--- config.mk ---
export PLATFORM = sky130hd
export DESIGN_NAME = hsv2rgb_sector
export DESIGN_NICKNAME = d
export VERILOG_FILES = /design/src/hw/rtl/hsv2rgb_pkg.sv /design/src/hw/rtl/hsv2rgb_sector.sv
export SDC_FILE = /design/constraint.sdc
export NUM_CORES = 1
export LEC_CHECK = 0
export ABC_CLOCK_PERIOD_IN_PS = 2480
export BUFFER_PORTS_ARGS = -buffer_cell sky130_fd_sc_hd__buf_2
export CORE_MARGIN = 1.5
export CORE_UTILIZATION = 42
export DETAILED_ROUTE_END_ITERATION = 12
export PLACE_DENSITY = 0.69
export SYNTH_ARGS = -nofsm -noshare
export SYNTH_HDL_FRONTEND = slang
export SYNTH_SLANG_ARGS = --single-unit
--- constraint.sdc ---
create_clock -name clk -period 2.48 [get_ports clk]
set_input_delay 0.496 -clock clk [delete_from_list [all_inputs] [get_ports clk]]
set_output_delay 0.496 -clock clk [all_outputs]
set_load 0.01 [all_outputs]
--- src/hw/rtl/hsv2rgb_pkg.sv ---
// Shared types and constants for the HSV to RGB converter.
package hsv2rgb_pkg;

  localparam int OUT_BITS_DEF = 16;
  localparam int NUM_W = 32;

  localparam logic [15:0] SECTOR_SPAN = 16'd65280;

  typedef enum logic [2:0] {
    SEC_0 = 3'd0,
    SEC_1 = 3'd1,
    SEC_2 = 3'd2,
    SEC_3 = 3'd3,
    SEC_4 = 3'd4,
    SEC_5 = 3'd5
  } sector_t;

  typedef struct packed {
    sector_t     sector;
    logic [15:0] rem;
    logic [7:0]  sat;
    logic [7:0]  val;
  } hsv_sec_t;

endpackage

--- src/hw/rtl/hsv2rgb_sector.sv ---
// Hue scaling and sector split: two pipeline stages.
module hsv2rgb_sector (
  input  logic                  clk,
  input  logic                  rst,
  input  logic                  in_vld,
  input  logic [15:0]           hue,
  input  logic [7:0]            sat,
  input  logic [7:0]            val,
  output logic                  out_vld,
  output hsv2rgb_pkg::hsv_sec_t sec
);

  localparam logic [18:0] SPAN19 = {3'd0, hsv2rgb_pkg::SECTOR_SPAN};
  localparam logic [18:0] BOUND1 = SPAN19 * 19'd1;
  localparam logic [18:0] BOUND2 = SPAN19 * 19'd2;
  localparam logic [18:0] BOUND3 = SPAN19 * 19'd3;
  localparam logic [18:0] BOUND4 = SPAN19 * 19'd4;
  localparam logic [18:0] BOUND5 = SPAN19 * 19'd5;
  localparam logic [18:0] BOUND6 = SPAN19 * 19'd6;

  logic        vld1;
  logic [18:0] h6;
  logic [7:0]  sat1;
  logic [7:0]  val1;

  hsv2rgb_pkg::sector_t sector_next;
  logic [18:0]          base_next;
  logic [18:0]          rem_next;

  always_ff @(posedge clk) begin
    if (rst) begin
      vld1    <= 1'b0;
      out_vld <= 1'b0;
    end else begin
      vld1    <= in_vld;
      out_vld <= vld1;
    end
    h6         <= {1'b0, hue, 2'b00} + {2'b00, hue, 1'b0};
    sat1       <= sat;
    val1       <= val;
    sec.sector <= sector_next;
    sec.rem    <= rem_next[15:0];
    sec.sat    <= sat1;
    sec.val    <= val1;
  end

  // Hue at or above 255 folds back into the first sector.
  always_comb begin
    sector_next = hsv2rgb_pkg::SEC_0;
    base_next   = '0;
    priority if (h6 >= BOUND6) begin
      sector_next = hsv2rgb_pkg::SEC_0;
      base_next   = BOUND6;
    end else if (h6 >= BOUND5) begin
      sector_next = hsv2rgb_pkg::SEC_5;
      base_next   = BOUND5;
    end else if (h6 >= BOUND4) begin
      sector_next = hsv2rgb_pkg::SEC_4;
      base_next   = BOUND4;
    end else if (h6 >= BOUND3) begin
      sector_next = hsv2rgb_pkg::SEC_3;
      base_next   = BOUND3;
    end else if (h6 >= BOUND2) begin
      sector_next = hsv2rgb_pkg::SEC_2;
      base_next   = BOUND2;
    end else if (h6 >= BOUND1) begin
      sector_next = hsv2rgb_pkg::SEC_1;
      base_next   = BOUND1;
    end else begin
      sector_next = hsv2rgb_pkg::SEC_0;
      base_next   = '0;
    end
    rem_next = h6 - base_next;
  end

endmodule

==> metrics.csv <==
metric;value;unit
status;completed;
routed wl met2;2.22;mm
synthesis-stage register bit count;70;
number of routed nets with antenna violations;0;
ys async rst share;0;%
max layer used;met4;
CTS tree;done;
r2r worst-path depth;13;
layout cells sized above 1;36.2;%
htree depth;3;
Final Max Slew Viols;0;
yosys warns;0;
Seq/Total Area, Yosys;51.5;%
die height;83.5;um
Post-synth EDFFs;0;
# DRC;0;
Final Hold Vio Count;0;
Syn Area/Cell;10.8;um2
worst vdd ir;575;uV
Post-layout nets;396;
CTS sink cnt;70;
Worst Hold Class;in -> reg;
crit start category;flop;
power density cells;889;nW/um2
Comb power frac;26.2;%
Row Count;29;
die width;83.5;um
Final Critical Period;2.43;ns
via density per instance;4.80;
die area;6960;um2
DPL Wire Length;3.74;mm
Post-Route WL;4.91;mm
global route total overflow;0;
post-synthesis cell count;252;
RSZ-0062 raised after global routing;yes;
Post-synth top flop;dfxtp_1;
Initial Utilization;43.1;%
Fin Hold WS;0.256;ns
I/O pins;71;
clock insertion delay at the later pin of the skew report;0.33;ns
Clock power frac;28.5;%
leakage power;1.61;nW
via count;2000;
placed cells;400;
worst hold path depth;1;
sequential share of power;45.3;%
WL met1;2.30;mm
Final GP Congestion;0.878;
Worst-path clk slew;0.07;ns
Num CTS Buffers;9;
CTS Root Cell;clkbuf_8;
drt wl/cell;11.8;um
largest net degree at the start of global routing;14;
FMAX;412;MHz
Hold-fix buffers, CTS;0;
initial antenna violation count;0;
WP data arrival;2.69;ns
Crit Path Class;reg -> reg;
Met3 Wirelength;269;um
final setup fails;0;
clock buffer depth;2;
critical path fanouts, max;6;
period utilisation layout;97.8;%
P_int;2.17;mW
DR iter-0 viols;19;
Core ar.;6310;um2
NetSw;898;uW
CP Capture Type;flop;
global-route wire length before repair;8.04;mm
Syn Std Cell Area;2720;um2
# diodes;0;
Worst Clk Skew;0.00420;ns
fin cells;417;
IO buf count;69;
drt pass-1 iters;4;
Syn Nets;313;
GRT Util Overall;14.5;%
WP data required;2.74;ns
Net Sw Frac;29.2;%
area delta synth->final;27.1;%
vias in the first global route;1855;
number of library cell types mapped by synthesis;51;
total power;3.07;mW
Max-cap violations;0;
## per-layer routing
metal,track usage (%),vias to the layer above
met5,0,-
met4,8.05,0
met3,4.75,11
met2,22.8,61
met1,17.6,878
li1,-,1050
## worst max-delay path, stage by stage (launching register included)
cell and delay (ns):
dfxtp_2 0.33, and4_4 0.20, and3_4 0.21, o21ai_2 0.07, a22oi_2 0.11, o21ai_1 0.16
ha_2 0.20, inv_2 0.04, fa_2 0.33, a21o_1 0.17, a21oi_2 0.16, o21bai_1 0.10
a21oi_2 0.15, xnor2_1 0.12
## cells in the mapped netlist (all sizes together), types with 2 or more instances
| master | number | area, um2 |
|---|---|---|
| nor2 | 9 | 36.3 |
| dfxtp | 70 | 1400 |
| o211a | 2 | 20.0 |
| nor3 | 3 | 20.0 |
| nand3 | 7 | 35.0 |
| inv | 12 | 45.0 |
| nor3b | 2 | 15.0 |
| a21oi | 18 | 93.8 |
| fa | 2 | 40.0 |
| nand2 | 15 | 56.3 |
| nor4 | 2 | 12.5 |
| nor2b | 5 | 31.3 |
| o211ai | 2 | 15.0 |
| a31oi | 4 | 40.0 |
| o21ai | 13 | 65.1 |
| xor2 | 5 | 43.8 |
| buf | 7 | 40.0 |
| a211oi | 3 | 32.5 |
| mux2i | 2 | 20.0 |
| a21o | 8 | 60.1 |
| nand4 | 2 | 12.5 |
| xnor2 | 12 | 105 |
| ha | 24 | 300 |
| o21bai | 3 | 22.5 |
## placed cells by master (no fill, tap or decap), types with 2 or more instances in the layout
| cell type | synthesis | layout |
|---|---|---|
| nand2_1 | 15 | 15 |
| nor3_1 | 2 | 2 |
| nor2b_1 | 5 | 5 |
| clkinv_2 | 0 | 2 |
| xnor2_1 | 12 | 12 |
| xor2_1 | 5 | 5 |
| dfxtp_2 | 0 | 6 |
| o21ai_0 | 3 | 3 |
| clkbuf_8 | 0 | 9 |
| nor2_1 | 8 | 8 |
| inv_1 | 12 | 11 |
| nand4_1 | 2 | 2 |
| o21bai_1 | 3 | 3 |
| a21oi_1 | 17 | 15 |
| dfxtp_1 | 70 | 64 |
| o211a_1 | 2 | 2 |
| ha_1 | 24 | 23 |
| a21o_1 | 8 | 8 |
| mux2i_1 | 2 | 2 |
| nor4_1 | 2 | 2 |
| o21ai_1 | 10 | 9 |
| nand3_1 | 7 | 6 |
| o211ai_1 | 2 | 2 |
| a31oi_1 | 3 | 2 |
| a21oi_2 | 1 | 3 |
| nor3b_1 | 2 | 2 |
| buf_2 | 5 | 69 |
| buf_4 | 2 | 11 |
| a211oi_2 | 2 | 2 |
| clkinvlp_4 | 0 | 2 |
## timing repair
item	4_1_cts	5_1_grt
buffers inserted	1	0
hold endpoints to repair	0	0
endpoints found under the setup margin	2	3
resized for setup	4	15
pin swaps	3	7
## power groups by stage
stage	clock network [mW]	registers (mW)	logic, mW
floorplan	0	1.45	0.452
global placement	0	1.41	0.761
detailed placement	0	1.41	0.769
CTS	0.905	1.39	0.787
global route	0.956	1.41	0.896
finish	0.875	1.39	0.806
## registers in the layout (all words and copies together), names as in the netlist
register,cells
h6,18
sat1,8
val1,8
vld1,1
out_vld,1
sec,34
## area by class of cell
type	count	area, um2
clock inverter	7	72.6
multi-input combinational	162	1280
sequential	70	1410
fill	598	2860
clock buffer	9	124
tap	77	96.3
inverter	12	45.0
timing repair buffer	80	428
## final timing paths
check / from / endpoint / slack [ns]
min reg2reg: sat1[5] / sec[13] / 0.33
max: h6[11] / sec[30] / 0.05
min: val[7] / val1[7] / 0.26
max reg2reg: h6[11] / sec[30] / 0.05
## stage by stage
stage               setup WS [ns]  instance area, um2  TNS (ns)  util (%)
finish                     0.0541                3450         0      54.7
global route              -0.0724                3450   -0.0724      54.7
CTS                       0.00122                3410         0      54.0
detailed placement        -0.0925                3200    -0.116      50.6
global placement           0.0123                3200         0      50.6
floorplan                 0.00758                2720         0         -
## cells by family after synthesis
family,synth area share (%)
flip-flops,51.5
buffers and inverters,3.27
AND/OR/NAND/NOR,9.85
multiplexers,0.736
AO/OA/AOI/OAI,16.5
adder cells (fa/ha/maj),12.5
other,0.138
XOR/XNOR,5.48
No activity file was read; power rests on OpenSTA's default activity.
