===== src/hw/rtl/hsv2rgb_pkg.sv =====
// Shared types and constants for the HSV to RGB converter.
package hsv2rgb_pkg;

  localparam int OUT_BITS_DEF = 16;
  localparam int NUM_W = 32;

  localparam logic [15:0] SECTOR_SPAN = 16'd65280;

  typedef enum logic [2:0] {
    SEC_0 = 3'd0,
    SEC_1 = 3'd1,
    SEC_2 = 3'd2,
    SEC_3 = 3'd3,
    SEC_4 = 3'd4,
    SEC_5 = 3'd5
  } sector_t;

  typedef struct packed {
    sector_t     sector;
    logic [15:0] rem;
    logic [7:0]  sat;
    logic [7:0]  val;
  } hsv_sec_t;

endpackage


===== src/hw/rtl/hsv2rgb_div.sv =====
// Division of the channel numerators by the fixed denominator through a reciprocal product.
module hsv2rgb_div #(
  parameter int OUT_BITS = hsv2rgb_pkg::OUT_BITS_DEF
) (
  input  logic                               clk,
  input  logic                               rst,
  input  logic                               in_vld,
  input  logic [2:0][hsv2rgb_pkg::NUM_W-1:0] num,
  output logic                               out_vld,
  output logic [2:0][OUT_BITS-1:0]           code
);

  // The denominator is 256 * 255^3: fold 256 and the rounding half into the
  // dividend, then divide by 255^3 with a reciprocal exact over the dividend range.
  localparam int CW = 24;
  localparam logic [CW-1:0] CUBE = 24'd16581375;
  localparam logic [CW-1:0] HALF = 24'd8290687;
  localparam int BW = hsv2rgb_pkg::NUM_W - 8 + OUT_BITS;
  localparam int KW = BW + CW;
  localparam int MW = BW + 1;
  localparam logic [KW:0] ONE_K = {1'b1, {KW{1'b0}}};
  localparam logic [KW:0] CUBE_K = {{(KW-CW+1){1'b0}}, CUBE};
  localparam logic [KW:0] RECIP_FULL = (ONE_K + CUBE_K - {{KW{1'b0}}, 1'b1}) / CUBE_K;
  localparam logic [MW-1:0] RECIP = RECIP_FULL[MW-1:0];

  localparam int SB = BW / 2;
  localparam int SM = MW / 2;
  localparam int S = SB + SM;
  localparam int PW = BW + MW;
  localparam int TOTW = PW - S;
  localparam int QL = KW - S;
  localparam int P11W = (BW - SB) + (MW - SM);
  localparam int P10W = (BW - SB) + SM;
  localparam int P01W = SB + (MW - SM);
  localparam int P00W = SB + SM;
  localparam logic [MW-SM-1:0] M_HI = RECIP[MW-1:SM];
  localparam logic [SM-1:0] M_LO = RECIP[SM-1:0];

  logic [3:0]               vld;
  logic [2:0][BW-1:0]       bq;
  logic [2:0][P11W-1:0]     p11;
  logic [2:0][P10W-1:0]     p10;
  logic [2:0][P01W-1:0]     p01;
  logic [2:0][P00W-1:0]     p00;
  logic [2:0][TOTW-1:0]     hi;
  logic [2:0][TOTW-1:0]     mid_hi;
  logic [2:0][OUT_BITS:0]   q;
  logic [2:0][BW-1:0]       b_next;
  logic [2:0][TOTW-1:0]     mid_next;
  logic [2:0][TOTW-1:0]     tot_next;
  logic [2:0][OUT_BITS-1:0] code_next;

  // Saturate 1.0 to all ones.
  always_comb begin
    logic [PW-1:0] mid_sum;
    mid_sum = '0;
    for (int k = 0; k < 3; k++) begin
      b_next[k]    = (BW'(num[k]) << (OUT_BITS - 8)) + BW'(HALF);
      mid_sum      = (PW'(p10[k]) << SB) + (PW'(p01[k]) << SM) + PW'(p00[k]);
      mid_next[k]  = mid_sum[PW-1:S];
      tot_next[k]  = hi[k] + mid_hi[k];
      code_next[k] = q[k][OUT_BITS] ? '1 : q[k][OUT_BITS-1:0];
    end
  end

  always_ff @(posedge clk) begin
    if (rst) begin
      vld     <= '0;
      out_vld <= 1'b0;
    end else begin
      vld     <= {vld[2:0], in_vld};
      out_vld <= vld[3];
    end
    bq <= b_next;
    for (int k = 0; k < 3; k++) begin
      p11[k] <= P11W'(bq[k][BW-1:SB]) * P11W'(M_HI);
      p10[k] <= P10W'(bq[k][BW-1:SB]) * P10W'(M_LO);
      p01[k] <= P01W'(bq[k][SB-1:0]) * P01W'(M_HI);
      p00[k] <= P00W'(bq[k][SB-1:0]) * P00W'(M_LO);
      hi[k]  <= p11[k];
      q[k]   <= tot_next[k][TOTW-1:QL];
    end
    mid_hi <= mid_next;
    code   <= code_next;
  end

endmodule


===== config.mk =====
export PLATFORM = sky130hd
export DESIGN_NAME = hsv2rgb_div
export DESIGN_NICKNAME = d
export VERILOG_FILES = /design/src/hw/rtl/hsv2rgb_pkg.sv /design/src/hw/rtl/hsv2rgb_div.sv
export SDC_FILE = /design/constraint.sdc
export NUM_CORES = 2
export LEC_CHECK = 0
export ABC_AREA = 1
export BUFFER_PORTS_ARGS = -buffer_cell sky130_fd_sc_hd__buf_2
export CORE_ASPECT_RATIO = 0.6
export CORE_MARGIN = 3
export CORE_UTILIZATION = 37
export DETAILED_ROUTE_END_ITERATION = 8
export MAX_ROUTING_LAYER = met4
export PLACE_DENSITY = 0.53
export SETUP_SLACK_MARGIN = 0.4
export SLEW_MARGIN = 20
export SYNTH_ARGS = -nofsm -noshare
export SYNTH_HDL_FRONTEND = slang
export SYNTH_SLANG_ARGS = --single-unit
export TNS_END_PERCENT = 50

===== constraint.sdc =====
create_clock -name clk -period 6.3 [get_ports clk]
set_input_delay 0.63 -clock clk [delete_from_list [all_inputs] [get_ports clk]]
set_output_delay 0.63 -clock clk [all_outputs]
set_load 0.05 [all_outputs]

==> impl_results.md <==
* Status: finished clean
* # setup viols final at 0
* Synth Cell Area at 0.08487 mm^2
* Final worst-path cycle share at 89.39%
* Cts bufs inserted at 80
* Post-layout util at 40.93%
* Final Hold Fails at 0
* Site Rows at 135
* Worst EP required at around 6.9 ns
* Worst Path Buf+Inv at 5
* Starting Density at 37.41%
* Core footprint at 0.2268 mm^2
* XOR/XNOR Fraction of Synth Area at 3.499%
* Die ar. at roughly 0.24 mm^2
* Mean area per synthesized cell at between 7 and 8 um^2
* CP peak stage delay at 0.67 ns
* Clock Tree Root: clkbuf_16
* Post-route setup slack at 0.6683 ns
* #FFs+latches synth at 716
* Clock latency on the worst-skew pair at around 0.70 ns
* Num ports at 148
* Adder-cell share of the synthesized area at 43.56%
* Post-place instance area at 0.09005 mm^2
* RSZ-0062 raised after global routing: false
* Worst path top cell family by delay: adder cells
* DR WL/cell at 20.06 um
* Synth Warn # at 0
* Reg2Reg Setup Slack at 0.67 ns
* Max-cap viol count at 0
* Pre-antenna DRT Iters at 6
* DRT iter0 DRCs at 6015
* Share of the synthesized area in the top cell type at 26.86%
* CTS max path bufs at 3
* CTS tree: done
* Crit-path max FO at 9
* Antenna-violating nets left at 0
* Main synth FF type: dfxtp_1
* Synthesis-to-layout area growth at 9.409%
* Sequential fraction of the synthesis area at 16.89%
* Setup TNS at 0 ns
* PortBufs at between 100 and 150
* # clock sinks at between 700 and 800
* Layout cell share with drive strength beyond 1 at approximately 4.7%
* Post-CTS Setup Bufs at 0
* Gp weighted congestion at 1.024
* Nets at about 14000
* Post-synth EDFFs at 0
* Crit path DAT at 6.22 ns
* Antenna violations before repair at 9
* Syn Nets at 13330
* H-tree levels at 3
* Slew margin rel. at 25.53%
* Cell taking the most area after synthesis: ha_1
* Largest net degree at the start of global routing at 17
* Die Span X at 624.3 um
* Pre-CTS WS at around 0.8 ns
* HPWL after detailed placement at 251900 um
* Final WL at 282800 um
* HP Class: in -> reg
* Post-synthesis compound-gate area fraction at 7.961%
* Multiplexer share of the synthesized area at 0%
* Slew Limit Fails at 0
* Crit-path cells: buf_4 > inv_1 > fa_1 > inv_1 > ha_1 > ha_1 > fa_1 > fa_1 > inv_1 > fa_1 > inv_1 > ha_1 > nand2_1 > nor2_1 > o21ai_0 > nand3_1 > nand3_1 > nand2_1 > xor2_1
* Crit path time final at 5.632 ns
* CP Launch Type: flop
* Largest family of logic cells by synthesized area: adder cells
* Max Fclk at between 150 and 200 MHz
* Synth area leaders: ha_1, dfxtp_1, fa_1
* Slowest stage cell, crit path: fa_1
* Post-route DRC at 0
* Crit end category: flop
* First-pass GRT wire length at 427800 um
* Grt total ovfl at 0
* Vias/cell at roughly 5
* Fin area at 0.09285 mm^2
* Number of global-route vias before repair at 68680
* CTS clk-pin slew, worst paths at 0.07 ns
* Slew @ Worst Pin at 1.108 ns
* Post-synth cell types at 49
* Hold buffer count at cts at 0
* Die Ht at 377.0 um
* Async set-reset flop share out of synthesis at 0%
* Total GRT Usage at 24.46%
* Mapped Cells at 10700
* Post-synthesis simple-gate area fraction at approximately a fifth
* Detailed-route via count at roughly 70000
* Kind of critical path: reg -> reg
* Setup Skew at 0.03536 ns
* Cts repair resizes at 0
[worst paths after layout]
path,start,end,depth (start not counted)
hold / removal,num[64],bq[88],2
setup / recovery,bq[51],p00[70],19
hold reg to reg,p11[106],hi[106],0
setup reg to reg,bq[51],p00[70],19
[stage by stage]
stage | instances | hold slack, ns
final | 14100 | 0.1172
after global routing | 14090 | 0.08742
after CTS | 14090 | 0.04946
after detailed placement | 13950 | 0.3121
after global placement | 13950 | 0.3101
after floorplan | 10700 | 0.3096
[worst reg2reg max path: stages, from the launching register on]
cell     delay (ns)
dfxtp_1        0.30
buf_4          0.20
inv_1          0.29
fa_1           0.67
inv_1          0.05
ha_1           0.32
ha_1           0.31
fa_1           0.46
fa_1           0.50
inv_1          0.05
fa_1           0.47
inv_1          0.05
ha_1           0.42
nand2_1        0.15
nor2_1         0.37
o21ai_0        0.20
nand3_1        0.28
nand3_1        0.13
nand2_1        0.11
xor2_1         0.22
[state kept, by name (all words and copies together) (netlist names), 4 cells and up]
signal  count
p01        81
q          51
p11        99
hi        108
mid_hi     51
code       48
p10       117
p00        60
bq         96
vld         4
[cells in the final DEF (no fill, tap or decap), types with 259 or more instances in the layout]
master and count:
inv_1 2088, nand2_1 2026, ha_1 1822, nor2_1 858
dfxtp_1 715, fa_1 708, a21oi_1 626, nand3_1 436
o21ai_0 338, xor2_1 259
[metal layers]
| metal | wire, um | GRT usage, % |
|---|---|---|
| met1 | 159900 | 41.06 |
| met2 | 94970 | 28.33 |
| met3 | 24850 | 5.671 |
| met4 | 3045 | 2.788 |
| met5 | 0 | - |
[cell usage after synthesis (24+ instances only)]
master / number
fa_1: 708
a21oi_1: 626
nand3b_1: 24
inv_1: 2088
nor3_1: 130
dfxtp_1: 716
nor4_1: 34
o21bai_1: 67
o21a_1: 44
or2_2: 49
xnor2_1: 80
o21ai_0: 339
nand2_1: 2026
xor2_1: 259
a21o_1: 44
ha_1: 1822
nand4_1: 129
nor2_1: 858
nand3_1: 436
[cell type report]
| class | count | area, um^2 |
|---|---|---|
| fillers | 23370 | 134000 |
| clock buffers | 100 | 2227 |
| multi-input cells | 7881 | 62650 |
| inverters | 2096 | 7868 |
| diodes | 4 | 10.01 |
| flip-flops and latches | 716 | 14340 |
| well taps | 3014 | 3771 |
| repair buffers | 239 | 1426 |
| clock inverters | 46 | 560.5 |
[logic make-up after synthesis]
family,Yosys count
xor gates and xnor gates,339
AOI/OAI and AO/OA,1228
and+or+nand+nor,3784
DFF,716
adders and majority gates,2530
buffers and inverters,2099
Power is not shown: default switching activity piles up to over one toggle a cycle in this logic, so the estimate is an artifact.
