==> config.mk <==
export PLATFORM = sky130hd
export DESIGN_NAME = hsv2rgb_chan
export DESIGN_NICKNAME = d
export VERILOG_FILES = /design/src/hw/rtl/hsv2rgb_pkg.sv /design/src/hw/rtl/hsv2rgb_chan.sv
export SDC_FILE = /design/constraint.sdc
export NUM_CORES = 2
export LEC_CHECK = 0
export ABC_CLOCK_PERIOD_IN_PS = 8700
export BUFFER_PORTS_ARGS = -buffer_cell sky130_fd_sc_hd__buf_4
export CORE_ASPECT_RATIO = 1.4
export CORE_MARGIN = 2
export CORE_UTILIZATION = 60
export CTS_CLUSTER_DIAMETER = 80
export DETAILED_ROUTE_END_ITERATION = 7
export PLACE_DENSITY_LB_ADDON = 0.25
export REMOVE_ABC_BUFFERS = 1
export SLEW_MARGIN = 5
export SYNTH_ARGS = -nofsm -noshare
export SYNTH_HDL_FRONTEND = slang
export SYNTH_SLANG_ARGS = --single-unit
==> constraint.sdc <==
create_clock -name clk -period 8.7 [get_ports clk]
set_clock_uncertainty 0.2 [all_clocks]
set_input_delay 1.74 -clock clk [delete_from_list [all_inputs] [get_ports clk]]
set_output_delay 1.74 -clock clk [all_outputs]
set_load 0.05 [all_outputs]
==> src/hw/rtl/hsv2rgb_pkg.sv <==
// Shared types and constants for the HSV to RGB converter.
package hsv2rgb_pkg;

  localparam int OUT_BITS_DEF = 16;
  localparam int NUM_W = 32;

  localparam logic [15:0] SECTOR_SPAN = 16'd65280;

  typedef enum logic [2:0] {
    SEC_0 = 3'd0,
    SEC_1 = 3'd1,
    SEC_2 = 3'd2,
    SEC_3 = 3'd3,
    SEC_4 = 3'd4,
    SEC_5 = 3'd5
  } sector_t;

  typedef struct packed {
    sector_t     sector;
    logic [15:0] rem;
    logic [7:0]  sat;
    logic [7:0]  val;
  } hsv_sec_t;

endpackage

==> src/hw/rtl/hsv2rgb_chan.sv <==
// Channel numerators p, q, t, v and sector ordering: three pipeline stages.
module hsv2rgb_chan (
  input  logic                                         clk,
  input  logic                                         rst,
  input  logic                                         in_vld,
  input  hsv2rgb_pkg::hsv_sec_t                        sec,
  output logic                                         out_vld,
  output logic [2:0][hsv2rgb_pkg::NUM_W-1:0]           num
);

  localparam logic [23:0] FULL_X = {8'd0, hsv2rgb_pkg::SECTOR_SPAN} * 24'd255;
  localparam logic [31:0] FULL_N = {8'd0, FULL_X};

  logic                 vld3;
  hsv2rgb_pkg::sector_t sector3;
  logic [7:0]           val3;
  logic [23:0]          xp;
  logic [23:0]          xq;
  logic [23:0]          xt;

  logic                 vld4;
  hsv2rgb_pkg::sector_t sector4;
  logic [31:0]          nv;
  logic [31:0]          np;
  logic [31:0]          nq;
  logic [31:0]          nt;

  logic [15:0]          rem_inv;
  logic [23:0]          sq_prod;
  logic [23:0]          st_prod;
  logic [7:0]           sat_inv;
  logic [2:0][31:0]     num_next;

  assign rem_inv = hsv2rgb_pkg::SECTOR_SPAN - sec.rem;
  assign sat_inv = 8'd255 - sec.sat;
  assign sq_prod = {16'd0, sec.sat} * {8'd0, sec.rem};
  assign st_prod = {16'd0, sec.sat} * {8'd0, rem_inv};

  always_ff @(posedge clk) begin
    if (rst) begin
      vld3    <= 1'b0;
      vld4    <= 1'b0;
      out_vld <= 1'b0;
    end else begin
      vld3    <= in_vld;
      vld4    <= vld3;
      out_vld <= vld4;
    end
    sector3 <= sec.sector;
    val3    <= sec.val;
    xp      <= {16'd0, sat_inv} * {8'd0, hsv2rgb_pkg::SECTOR_SPAN};
    xq      <= FULL_X - sq_prod;
    xt      <= FULL_X - st_prod;
    sector4 <= sector3;
    nv      <= {24'd0, val3} * FULL_N;
    np      <= {24'd0, val3} * {8'd0, xp};
    nq      <= {24'd0, val3} * {8'd0, xq};
    nt      <= {24'd0, val3} * {8'd0, xt};
    num     <= num_next;
  end

  // Index 0 is red, 1 green, 2 blue.
  always_comb begin
    unique case (sector4)
      hsv2rgb_pkg::SEC_1: num_next = {np, nv, nq};
      hsv2rgb_pkg::SEC_2: num_next = {nt, nv, np};
      hsv2rgb_pkg::SEC_3: num_next = {nv, nq, np};
      hsv2rgb_pkg::SEC_4: num_next = {nv, np, nt};
      hsv2rgb_pkg::SEC_5: num_next = {nq, np, nv};
      default:            num_next = {np, nt, nv};
    endcase
  end

endmodule

==> impl_metrics.xml <==
<?xml version="1.0" encoding="UTF-8"?>
<metrics>
  <group name="grt">
    <metric name="wire_length_of_the_first_global_routing_pass" unit="mm">138</metric>
    <metric name="grt.overflow.total" unit="">0</metric>
    <metric name="first_global_vias" unit="">28000</metric>
    <metric name="antenna_found_initial" unit="">1</metric>
    <metric name="grt_start_max_net_pins" unit="">72</metric>
    <metric name="grt_use_total" unit="">0.277</metric>
  </group>
  <group name="floorplan">
    <metric name="floorplan.initialDensity" unit="">0.609</metric>
    <metric name="core_box_area" unit="µm²">58700</metric>
    <metric name="io_pins" unit="">135</metric>
    <metric name="overall_die_height" unit="µm">293</metric>
    <metric name="dieArea" unit="µm²">61600</metric>
    <metric name="placement_rows" unit="">105</metric>
    <metric name="die_w" unit="µm">210</metric>
  </group>
  <group name="logic_synthesis">
    <metric name="postSynthAreaPerCell" unit="µm²">9.30</metric>
    <metric name="postSynthCellCount" unit="">3843</metric>
    <metric name="seq_area_frac_synth" unit="">0.160</metric>
    <metric name="yosys.area.top_type" unit="">sky130_fd_sc_hd__fa_1</metric>
    <metric name="async_flop_share" unit="">0</metric>
    <metric name="synth_most_common_cell" unit="">sky130_fd_sc_hd__inv_1</metric>
    <metric name="netlist_top_cells_area" unit="">sky130_fd_sc_hd__fa_1, sky130_fd_sc_hd__dfxtp_1, sky130_fd_sc_hd__ha_1</metric>
    <metric name="synth.cell_area" unit="µm²">35700</metric>
    <metric name="synth_edf_count" unit="">0</metric>
    <metric name="yosysUniqueCellTypes" unit="">77</metric>
    <metric name="most_frequent_cells_after_synthesis" unit="">sky130_fd_sc_hd__inv_1, sky130_fd_sc_hd__fa_1, sky130_fd_sc_hd__nand2_1, sky130_fd_sc_hd__and2_1, sky130_fd_sc_hd__ha_1</metric>
    <metric name="yosysTopAreaCellShare" unit="">0.321</metric>
    <metric name="yosys_most_used_dff" unit="">sky130_fd_sc_hd__dfxtp_1</metric>
    <metric name="ys_seq_elements" unit="">285</metric>
    <metric name="yosysWarnings" unit="">0</metric>
  </group>
  <group name="run">
    <metric name="cap_violations" unit="">0</metric>
  </group>
  <group name="timing">
    <metric name="unrepaired_setup_endpoints_after_global_routing" unit="">false</metric>
    <metric name="finalMaxSlewViolations" unit="">0</metric>
    <metric name="finalSetupViolations" unit="">0</metric>
    <metric name="final_hold_viol_count" unit="">0</metric>
    <metric name="hold_ws" unit="ps">134</metric>
    <metric name="finalWorstPathRequiredPeriod" unit="ps">7150</metric>
    <metric name="worst_pin_slew" unit="ps">960</metric>
    <metric name="finalCritPeriodShare" unit="">0.822</metric>
    <metric name="worst_slew_margin_rel" unit="">0.360</metric>
    <metric name="fmax" unit="MHz">140</metric>
    <metric name="finalSetupTns" unit="ps">0</metric>
  </group>
  <group name="place">
    <metric name="place_hpwl" unit="mm">65.2</metric>
    <metric name="place_congestion" unit="">0.894</metric>
    <metric name="io_buffer_count" unit="">134</metric>
  </group>
  <group name="cts">
    <metric name="clkLatencyLatePin" unit="ps">610</metric>
    <metric name="cts_hold_repair.buffers" unit="">0</metric>
    <metric name="tritoncts_clock_tree" unit="">yes</metric>
    <metric name="clock-root-buffer" unit="">sky130_fd_sc_hd__clkbuf_16</metric>
    <metric name="clkSlewWorstSetupHoldPaths" unit="ps">70</metric>
    <metric name="clk_buf_depth" unit="">3</metric>
    <metric name="clock_sinks" unit="">285</metric>
    <metric name="ctsResizeCount" unit="">0</metric>
    <metric name="cts-htree-levels" unit="">1</metric>
    <metric name="numCtsBuffers" unit="">30</metric>
    <metric name="cts_setup_buffers" unit="">0</metric>
  </group>
  <group name="setup_path">
    <metric name="worstPathRequired" unit="ps">8990</metric>
    <metric name="maximum_fanout_along_the_worst_path" unit="">8</metric>
    <metric name="crit_path_start_kind" unit="">input pin</metric>
    <metric name="arrival_worst_endpoint" unit="ps">7450</metric>
    <metric name="timing_worst_setup_path_type" unit="">in -&gt; reg</metric>
    <metric name="endpoint_kind" unit="">flip-flop</metric>
  </group>
  <group name="finish">
    <metric name="finish.net_count" unit="">4815</metric>
    <metric name="syn2layout_area_growth" unit="%">7.08</metric>
    <metric name="share_of_post_route_cells_with_drive_strength_above_1" unit="">0.0848</metric>
  </group>
  <group name="detailed_routing">
    <metric name="postRouteAntennaNets" unit="">0</metric>
    <metric name="drt-initial-drc-count" unit="">1396</metric>
    <metric name="count_of_tritonroute_iterations_in_the_first_routing_pass" unit="">6</metric>
    <metric name="drc" unit="">0</metric>
    <metric name="via_count" unit="">25800</metric>
    <metric name="route.detailed.vias_per_inst" unit="">5.56</metric>
    <metric name="per_cell_routed_wire_length" unit="µm">17.5</metric>
    <metric name="postRouteWirelength" unit="mm">81.0</metric>
  </group>
  <group name="hold_path">
    <metric name="worst_hold_path_type" unit="">reg -&gt; reg</metric>
  </group>
  <group name="run_status">
    <metric name="status" unit="">finished, final reports clean</metric>
  </group>
</metrics>
-- kinds of logic (layout without fill, tap and decap cells) --
family / Yosys count / in the layout / synth area share
multiplexers: 158 / 158 / 0.0549
flip-flops: 285 / 285 / 0.160
buffers and inverters: 822 / 872 / 0.0865
AND/OR/NAND/NOR: 1114 / 1114 / 0.152
other: 0 / 1 / 0
AO/OA/AOI/OAI: 416 / 416 / 0.0749
XOR/XNOR: 140 / 140 / 0.0343
adder cells (fa/ha/maj): 908 / 908 / 0.438
-- worst max-delay path, stage by stage --
cell and delay [ps]:
sky130_fd_sc_hd__buf_4 130, sky130_fd_sc_hd__clkinv_1 140, sky130_fd_sc_hd__ha_1 230, sky130_fd_sc_hd__nand2_1 110
sky130_fd_sc_hd__nor4_2 500, sky130_fd_sc_hd__nor2_1 150, sky130_fd_sc_hd__xnor2_1 550, sky130_fd_sc_hd__nand2_1 160
sky130_fd_sc_hd__fa_1 510, sky130_fd_sc_hd__fa_1 500, sky130_fd_sc_hd__fa_1 480, sky130_fd_sc_hd__inv_1 50
sky130_fd_sc_hd__fa_1 470, sky130_fd_sc_hd__inv_1 40, sky130_fd_sc_hd__ha_1 350, sky130_fd_sc_hd__nand3_1 160
sky130_fd_sc_hd__nor2_1 90, sky130_fd_sc_hd__a21oi_1 140, sky130_fd_sc_hd__nand2_1 90, sky130_fd_sc_hd__a31o_2 210
sky130_fd_sc_hd__a41oi_1 330, sky130_fd_sc_hd__o21ai_0 160, sky130_fd_sc_hd__xor2_1 160
-- sequential cells by signal, summed over array words and instances, names as in the netlist --
| signal | cells |
|---|---|
| num | 96 |
| nt | 32 |
| nq | 31 |
| np | 24 |
| xt | 24 |
| xq | 23 |
| nv | 22 |
| xp | 16 |
| val3 | 8 |
| sector3 | 3 |
| sector4 | 3 |
| out_vld | 1 |
| vld3 | 1 |
| vld4 | 1 |
-- path summary, 6_finish.rpt --
path,startpoint,end,slack [ps],depth (start not counted)
hold / removal,sector3[0],sector4[0],130,0
hold reg to reg,sector3[0],sector4[0],130,0
setup / recovery,sec[16],xt[22],1550,23
setup reg to reg,val3[5],nq[28],2600,15
-- per-stage QoR --
stage | instance area, µm² | std cells | util | setup slack, ps
CTS | 38300 | 4642 | 0.652 | 1600
floorplan | 35200 | 3689 | - | 1830
global route | 38300 | 4642 | 0.652 | 1080
detailed placement | 37200 | 4586 | 0.634 | 967
global placement | 37200 | 4586 | 0.634 | 1010
finish | 38300 | 4643 | 0.652 | 1550
-- layout by cell type, fill, tap and decap left out, types with 13 or more instances in the layout --
| cell | n |
|---|---|
| sky130_fd_sc_hd__o21bai_1 | 15 |
| sky130_fd_sc_hd__nor3_1 | 23 |
| sky130_fd_sc_hd__mux2i_1 | 69 |
| sky130_fd_sc_hd__nand2_1 | 489 |
| sky130_fd_sc_hd__xnor2_1 | 107 |
| sky130_fd_sc_hd__ha_1 | 335 |
| sky130_fd_sc_hd__nor2b_1 | 22 |
| sky130_fd_sc_hd__and2_1 | 361 |
| sky130_fd_sc_hd__fa_1 | 573 |
| sky130_fd_sc_hd__dfxtp_1 | 274 |
| sky130_fd_sc_hd__a21oi_1 | 112 |
| sky130_fd_sc_hd__nand3_1 | 38 |
| sky130_fd_sc_hd__clkbuf_16 | 30 |
| sky130_fd_sc_hd__xor2_1 | 33 |
| sky130_fd_sc_hd__mux2_2 | 65 |
| sky130_fd_sc_hd__nand2b_1 | 16 |
| sky130_fd_sc_hd__buf_4 | 148 |
| sky130_fd_sc_hd__inv_1 | 665 |
| sky130_fd_sc_hd__o21a_1 | 23 |
| sky130_fd_sc_hd__nand4_1 | 15 |
| sky130_fd_sc_hd__a31oi_1 | 13 |
| sky130_fd_sc_hd__o21ai_0 | 100 |
| sky130_fd_sc_hd__mux4_2 | 24 |
| sky130_fd_sc_hd__nor2_1 | 114 |
| sky130_fd_sc_hd__a21o_1 | 55 |
-- metal layers --
layer | wire (µm) | vias up | global-route usage
met5 | 0 | - | 0
met4 | 3680 | 0 | 0.129
met3 | 2750 | 181 | 0.0205
met2 | 43000 | 613 | 0.522
met1 | 31600 | 13000 | 0.318
li1 | - | 12100 | -
-- area by class of cell --
cell class,count,area (µm²)
Antenna cell,1,2.50
Clock buffer,36,823
Clock inverter,20,224
Fill cell,4850,20400
Inverter,668,2510
Multi-Input combinational cell,2736,26900
Sequential cell,285,5720
Tap cell,749,937
Timing Repair Buffer,148,1110
Power is not shown: default switching activity piles up to over one toggle a cycle in this logic, so the estimate is an artifact.
